## config.mk

```make
export PLATFORM = sky130hd
export DESIGN_NAME = pgr_div
export DESIGN_NICKNAME = d
export VERILOG_FILES = /design/src/rtl/pgr_div.sv
export SDC_FILE = /design/constraint.sdc
export NUM_CORES = 1
export LEC_CHECK = 0
export BUFFER_PORTS_ARGS = -buffer_cell sky130_fd_sc_hd__buf_2
export CAP_MARGIN = 10
export CORE_UTILIZATION = 50
export CTS_CLUSTER_SIZE = 20
export DETAILED_ROUTE_END_ITERATION = 16
export GPL_TIMING_DRIVEN = 0
export PLACE_DENSITY = 0.75
export SETUP_SLACK_MARGIN = 0.15
export SLEW_MARGIN = 20
export SYNTH_ARGS = -nofsm -noshare
export SYNTH_HDL_FRONTEND = slang
export SYNTH_SLANG_ARGS = --single-unit
```

## constraint.sdc

```tcl
create_clock -name clk -period 2.8 [get_ports clk]
set_clock_uncertainty 0.05 [all_clocks]
set_input_delay 0.56 -clock clk [delete_from_list [all_inputs] [get_ports clk]]
set_output_delay 0.56 -clock clk [all_outputs]
set_load 0.02 [all_outputs]
```

## src/rtl/pgr_div.sv

```systemverilog
`timescale 1ns / 1ps
// ----------------------------------------------------------------------------
// Page replacement tracker divider
// Restoring divider, one quotient bit per cycle, used to share the frames
// equally among the active processes.
// ----------------------------------------------------------------------------
module pgr_div #(
    parameter int DW = 10,
    parameter int VW = 5
) (
    input  logic          clk,
    input  logic          rst_n,
    input  logic          start,
    input  logic [DW-1:0] dividend,
    input  logic [VW-1:0] divisor,
    output logic          busy,
    output logic [DW-1:0] quotient,
    output logic [VW-1:0] remainder
);

    localparam int CW = $clog2(DW + 1);

    logic [DW-1:0] quo_reg, quo_next;
    logic [VW-1:0] rem_reg, rem_next;
    logic [CW-1:0] cnt_reg, cnt_next;
    logic [VW:0]   trial;

    // One subtract and compare step per cycle.
    always_comb
    begin
        quo_next = quo_reg;
        rem_next = rem_reg;
        cnt_next = cnt_reg;
        trial    = {rem_reg, quo_reg[DW-1]};
        if (start)
        begin
            quo_next = dividend;
            rem_next = '0;
            cnt_next = CW'(DW);
        end
        else if (cnt_reg != '0)
        begin
            cnt_next = cnt_reg - 1'b1;
            if (trial >= {1'b0, divisor})
            begin
                rem_next = VW'(trial - {1'b0, divisor});
                quo_next = {quo_reg[DW-2:0], 1'b1};
            end
            else
            begin
                rem_next = VW'(trial);
                quo_next = {quo_reg[DW-2:0], 1'b0};
            end
        end
    end

    always_ff @(posedge clk or negedge rst_n)
    begin
        if (!rst_n)
        begin
            quo_reg <= '0;
            rem_reg <= '0;
            cnt_reg <= '0;
        end
        else
        begin
            quo_reg <= quo_next;
            rem_reg <= rem_next;
            cnt_reg <= cnt_next;
        end
    end

    assign busy      = (cnt_reg != '0);
    assign quotient  = quo_reg;
    assign remainder = rem_reg;

endmodule

```

==> summary.md, run 1 <==
| Metric | Value |
|---|---|
| Status | complete, no violations |
| Placed instance count | 170 |
| Clock Power Share | 14.3% |
| Number of port buffers | 32 |
| Critical Path AT | approximately 2600 ps |
| Skew-Pair Late Insertion Delay | ~300 ps |
| Half-perimeter wire length after placement | between 1.5 and 2 mm |
| Boundary Pins | 34 |
| Root buf cell | clkbuf_4 |
| Syn Area/Cell | between 10 and 15 um2 |
| DR vias | slightly above 900 |
| Sequential Power Share | between 30% and 40% |
| Req. time, crit path | 2960 ps |
| Total length of routed wires | 2.15 mm |
| Slew headroom | 63.1% |
| Most instantiated library cell after synthesis | dfrtp_1 |
| Vias/cell | ~5.2 |
| Layout cells sized above 1 | between 30 and 40% |
| Fin cells | between 150 and 200 |
| Met3 usage | under 10% |
| Non-Filler Cell Area, Final | roughly 1400 um2 |
| Area leader, netlist | dfrtp_1 |
| Final worst-path cycle share | roughly 87% |
| Fin. Hold Viols | 0 |
| Sequential-to-total area share from yosys stat | between 40% and 50% |
| Final GP Congestion | around 0.76 |
| Total grt overflow | 0 |
| CP endpoint kind | flop |
| Tmin final | ~2400 ps |
| Post-DR wirelength/cell | approximately 12 um |
| TritonCTS clock tree | done |
| DRC | 0 |
| Switch share | just over 40% |
| FF+latch count, synth | 19 |
| Worst Tran Pin Value | approximately 550 ps |
| Cell count after synthesis | approximately 110 |
| GRT Resource Usage Total | between 10% and 20% |
| Max Freq | 409 MHz |
| Placed instance area | between 1000 and 1500 um2 |
| Critical Path Source Type | flop |
| Commonest cells in the netlist | 19 x dfrtp_1, 12 x mux2i_1, 12 x nand2_1 |
| Synth Flop Type | dfrtp_1 |
| CP Cell Sequence | inv_1 > ha_1 > fa_1 > nand2b_1 > o2bb2ai_2 > a31oi_4 > mux2_1 > a211oi_2 |
| R2R cell count | 8 |
| Slack of the worst reg-to-reg path | 350 ps |
| Worst min path class | input pin to asynchronous set/reset pin |
| Worst VDD drop | 0.439 mV |
| Core area | between 2000 and 2500 um2 |
| Crit Path Class | flop to flop |
| Static leakage | just over 0.0007 uW |
| Ant. Diodes | 0 |
| RSZ-0062 raised after global routing | false |
| Post-CTS sizing | 0 |
| Final #Nets | around 170 |
| Setup crit start | quotient[9] |
| Total chip power | around 1000 uW |
| Initial Utilization | 55.5% |
| Synth warnings | 0 |
| Share of the synthesized area in the top cell type | about two fifths |
| CTS clk-pin slew, worst paths | approximately 120 ps |
| Asr flop ratio synth | between 90% and 100% |
| Die footprint | 2460 um2 |
| Finished Core Util | 66.4% |
| Crit-path slowest cell | dfrtp_1 |
| Number of synthesized flops with an enable pin | 0 |
| Maximum buffer depth of the clock tree | 2 |
| Cts bufs inserted | 3 |
| Drt initial violations | 10 |
| Bufs and invs on worst path | 1 |
| Antenna violations before repair | 0 |
| Row count | 16 |
| Sw Pwr | just over 400 uW |
| Die Y | around 50 um |
| CTS Sinks | 19 |
| Pint | ~600 uW |
| Top cells by area, synth | dfrtp_1 42%, mux2i_1 11%, ha_1 6.6% |
| Reg2reg end | remainder[1] |
| Max Slew Vio Count | 0 |
| Largest net degree at the start of global routing | 20 |
| Global-route track usage on met2 | 32.2% |
| Comb power frac | around 48% |
| Mapped cell area | roughly 1100 um2 |
| Total negative slack | 0 ps |
| Max-cap violations | 0 |
| Met1 GRT Util | a little over a quarter |
| First-pass GRT wire length | roughly 3.7 mm |
| # hold bufs at CTS | 0 |
| Power per cell area | about 750 nW/um2 |
| Die W | between 40 and 50 um |
| Final setup vio count | 0 |
| Number of post-CTS setup repair buffers | 0 |
| Post-synthesis net count | ~140 |
| Max reg flops | 10 |
| Global routing's busiest layer | met2 |
| Largest stage delay, worst path | 400 ps |
| Syn-to-layout area delta | 19.8% |
| Library cells used by synthesis | 30 |
| Worst path top cell family by delay | compound AO/OA/AOI/OAI gates |
| Drt pass-1 iters | 5 |
| Crit path max fanout | 6 |
| Final ANT Viol Nets | 0 |
| Vias in the first global route | roughly 860 |
| Crit Reg-Reg Startpoint | quotient[9] |
| Htree depth | 1 |
==> area by class of cell <==
| class | instances | area [um2] |
|---|---|---|
| fill | 174 | 686 |
| multi-input combinational | 78 | 591 |
| sequential | 19 | 475 |
| timing repair buffer | 32 | 160 |
| inverter | 9 | 38.8 |
| tap | 27 | 33.8 |
| buffer | 5 | 27.5 |
| clock buffer | 3 | 22.5 |
| clock inverter | 1 | 7.51 |
==> cells in the final DEF (no fill, tap or decap), drive strengths merged, types with 2 or more instances in the layout <==
cell type,netlist,routed
xnor2,2,2
nor2,11,11
dfrtp,19,19
a21oi,2,2
o21ai,11,11
clkbuf,3,6
mux2i,12,12
mux2,3,3
a211oi,4,4
inv,9,9
ha,6,6
o31ai,2,2
buf,2,34
nand2,12,12
==> how the worst max path moves through the flow <==
stage	to	slack (ps)	cells after the start
floorplan	remainder[1]	400	7
global placement	remainder[0]	180	8
detailed placement	remainder[1]	150	8
CTS	remainder[1]	340	8
global route	remainder[1]	220	8
finish	remainder[1]	350	8
==> kinds of logic after synthesis <==
group	after synthesis	synth area share [%]
AOI/OAI and AO/OA	24	16.9
DFF	19	42.0
and+or+nand+nor	29	10.9
buffers and inverters	14	5.86
xor gates and xnor gates	3	2.32
adders and majority gates	7	8.40
muxes	15	13.6
==> routing by layer <==
metal,vias up,routed length [um]
met2,30,986
met1,416,1050
met4,0,14
met3,4,97
met5,-,0
li1,455,-
==> per-stage QoR <==
stage,hold WS (ps),worst slack [ps]
2_1_floorplan,214,404
3_3_place_gp,440,180
3_5_place_dp,455,150
4_1_cts,131,336
5_1_grt,145,218
6_report,112,353
==> power by group through the flow <==
stage / Clock [uW] / Combinational (uW) / Sequential, uW
detailed placement: 0 / 489 / 388
global route: 156 / 535 / 392
finish: 144 / 484 / 383
CTS: 143 / 491 / 382
global placement: 0 / 478 / 384
floorplan: 0 / 316 / 438
(Power assumes the default switching activity.)
==> run 2, diff against run 1 <==
==> constraint.sdc (replaced) <==
create_clock -name clk -period 2.4 [get_ports clk]
set_clock_uncertainty 0.05 [all_clocks]
set_input_delay 0.48 -clock clk [delete_from_list [all_inputs] [get_ports clk]]
set_output_delay 0.48 -clock clk [all_outputs]
set_load 0.02 [all_outputs]
==> summary.md, run 2 (synthesis gave the netlist of run 1 again) <==
| Metric | Value |
|---|---|
| Status | complete, no violations |
| Die Y | 49.6 um |
| Initial Utilization | a little under three fifths |
| CP Cell Sequence | inv_2 > ha_4 > fa_2 > nand2b_4 > o2bb2ai_4 > a31oi_4 > buf_6 > mux2i_2 > a211oi_2 |
| Most frequent cells in the layout | 32 x buf_2, 18 x dfrtp_1, 12 x nand2_1 |
| Total negative slack | 0 ps |
| Final GP Congestion | just under 0.8 |
| Skew-Pair Late Insertion Delay | between 200 and 300 ps |
| Max-cap violations | 0 |
| Die footprint | around 2500 um2 |
| Power per cell area | 910 nW/um2 |
| Placed instance area | between 1000 and 1500 um2 |
| Cts bufs inserted | 3 |
| Worst Tran Pin Value | about 530 ps |
| Worst min path class | input pin to asynchronous set/reset pin |
| Vias in the first global route | 906 |
| Total grt overflow | 0 |
| Boundary Pins | 34 |
| Root buf cell | clkbuf_4 |
| Ant. Diodes | 0 |
| GRT Resource Usage Total | between 20% and 30% |
| Finished Core Util | 71.3% |
| Row count | 16 |
| First-pass GRT wire length | roughly 4 mm |
| Post-DR wirelength/cell | between 10 and 15 um |
| Layout cells sized above 1 | 39.9% |
| Total length of routed wires | between 2 and 2.5 mm |
| Crit Path Class | flop to flop |
| Final ANT Viol Nets | 0 |
| Largest stage delay, worst path | about 380 ps |
| Max reg flops | 10 |
| Die W | 49.6 um |
| Critical Path Source Type | flop |
| Half-perimeter wire length after placement | approximately 1.7 mm |
| Final worst-path cycle share | between 90% and 100% |
| Final setup vio count | 0 |
| Slew headroom | roughly 64% |
| CTS Sinks | 19 |
| Drt initial violations | 17 |
| RSZ-0062 raised after global routing | false |
| Static leakage | between 0.0007 and 0.0008 uW |
| Drt pass-1 iters | 5 |
| Largest net degree at the start of global routing | 20 |
| Crit path max fanout | 5 |
| Hold WS | 55.4 ps |
| Htree depth | 1 |
| Final #Nets | roughly 180 |
| Critical Path AT | ~2300 ps |
| Core area | between 2000 and 2500 um2 |
| CTS clk-pin slew, worst paths | ~110 ps |
| Crit-path slowest cell | dfrtp_2 |
| DRC | 0 |
| Non-Filler Cell Area, Final | 1460 um2 |
| DR vias | roughly 940 |
| Max Slew Vio Count | 0 |
| Number of port buffers | 32 |
| Max Freq | 458 MHz |
| TritonCTS clock tree | done |
| Worst VDD drop | between 0.4 and 0.5 mV |
| Syn-to-layout area delta | 28.5% |
| Vias/cell | between 5 and 6 |
| Maximum buffer depth of the clock tree | 2 |
| Antenna violations before repair | 0 |
| Most common cell after layout, fill and taps aside | buf_2 |
| Total chip power | 1320 uW |
| Tmin final | 2180 ps |
| Fin. Hold Viols | 0 |
| Req. time, crit path | 2510 ps |
| CP endpoint kind | flop |
## run 2: cell types whose count changed in the layout (fill, tap and decap cells not counted), moves of 2 or more
cell | previous run | this run
mux2_1 | 2 | 0
mux2_4 | 0 | 2
ha_1 | 6 | 4
buf_4 | 0 | 6
## run 2: report_power, final
group	internal (uW)	switching, uW
sequential	386	62.4
clock	61.9	93.7
combinational	349	372
## run 2: layout make-up
class	count	area [um2]
multi-input cells	78	639
fillers	175	587
flip-flops and latches	19	477
repair buffers	38	209
inverters	9	38.8
well taps	27	33.8
plain buffers	5	30.0
clock buffers	3	22.5
clock inverters	1	5.00
## run 2: repair_timing
action,in CTS,in global routing
setup buffers,5,1
pin swaps,2,4
gates resized for setup,5,5
endpoints found under the setup margin,3,5
hold buffers,0,0
## run 2: path summary, 6_finish.rpt
kind	startpoint	to	slack, ps	depth (start not counted)
max	quotient[9]	remainder[2]	220	9
min	rst_n	quotient[8]	60	1
max reg2reg	quotient[9]	remainder[2]	220	9
min reg2reg	cnt_reg[3]	cnt_reg[3]	470	1
max in group asynchronous	rst_n	quotient[9]	1930	1
min in group clk	dividend[5]	quotient[5]	340	3
## run 2: stage by stage
stage               worst slack [ps]  cells
CTS                              152    179
floorplan                        166    111
finish                           217    180
detailed placement             -85.4    170
global placement               -51.4    170
global route                     157    180
## run 2: critical path, delay by kind of cell, from the launching register on
family / cells / cell delay [ps]
flip-flops: 1 / 380
AND/OR/NAND/NOR: 1 / 160
multiplexers: 1 / 220
buffers and inverters: 2 / 200
AO/OA/AOI/OAI: 3 / 540
adder cells (fa/ha/maj): 2 / 490
## run 2: per-layer routing
metal  routed length (um)  global-route usage, %
met1                 1090                   26.5
met2                 1210                   38.5
met3                   97                   2.16
met4                   19                   7.14
met5                    0                      0
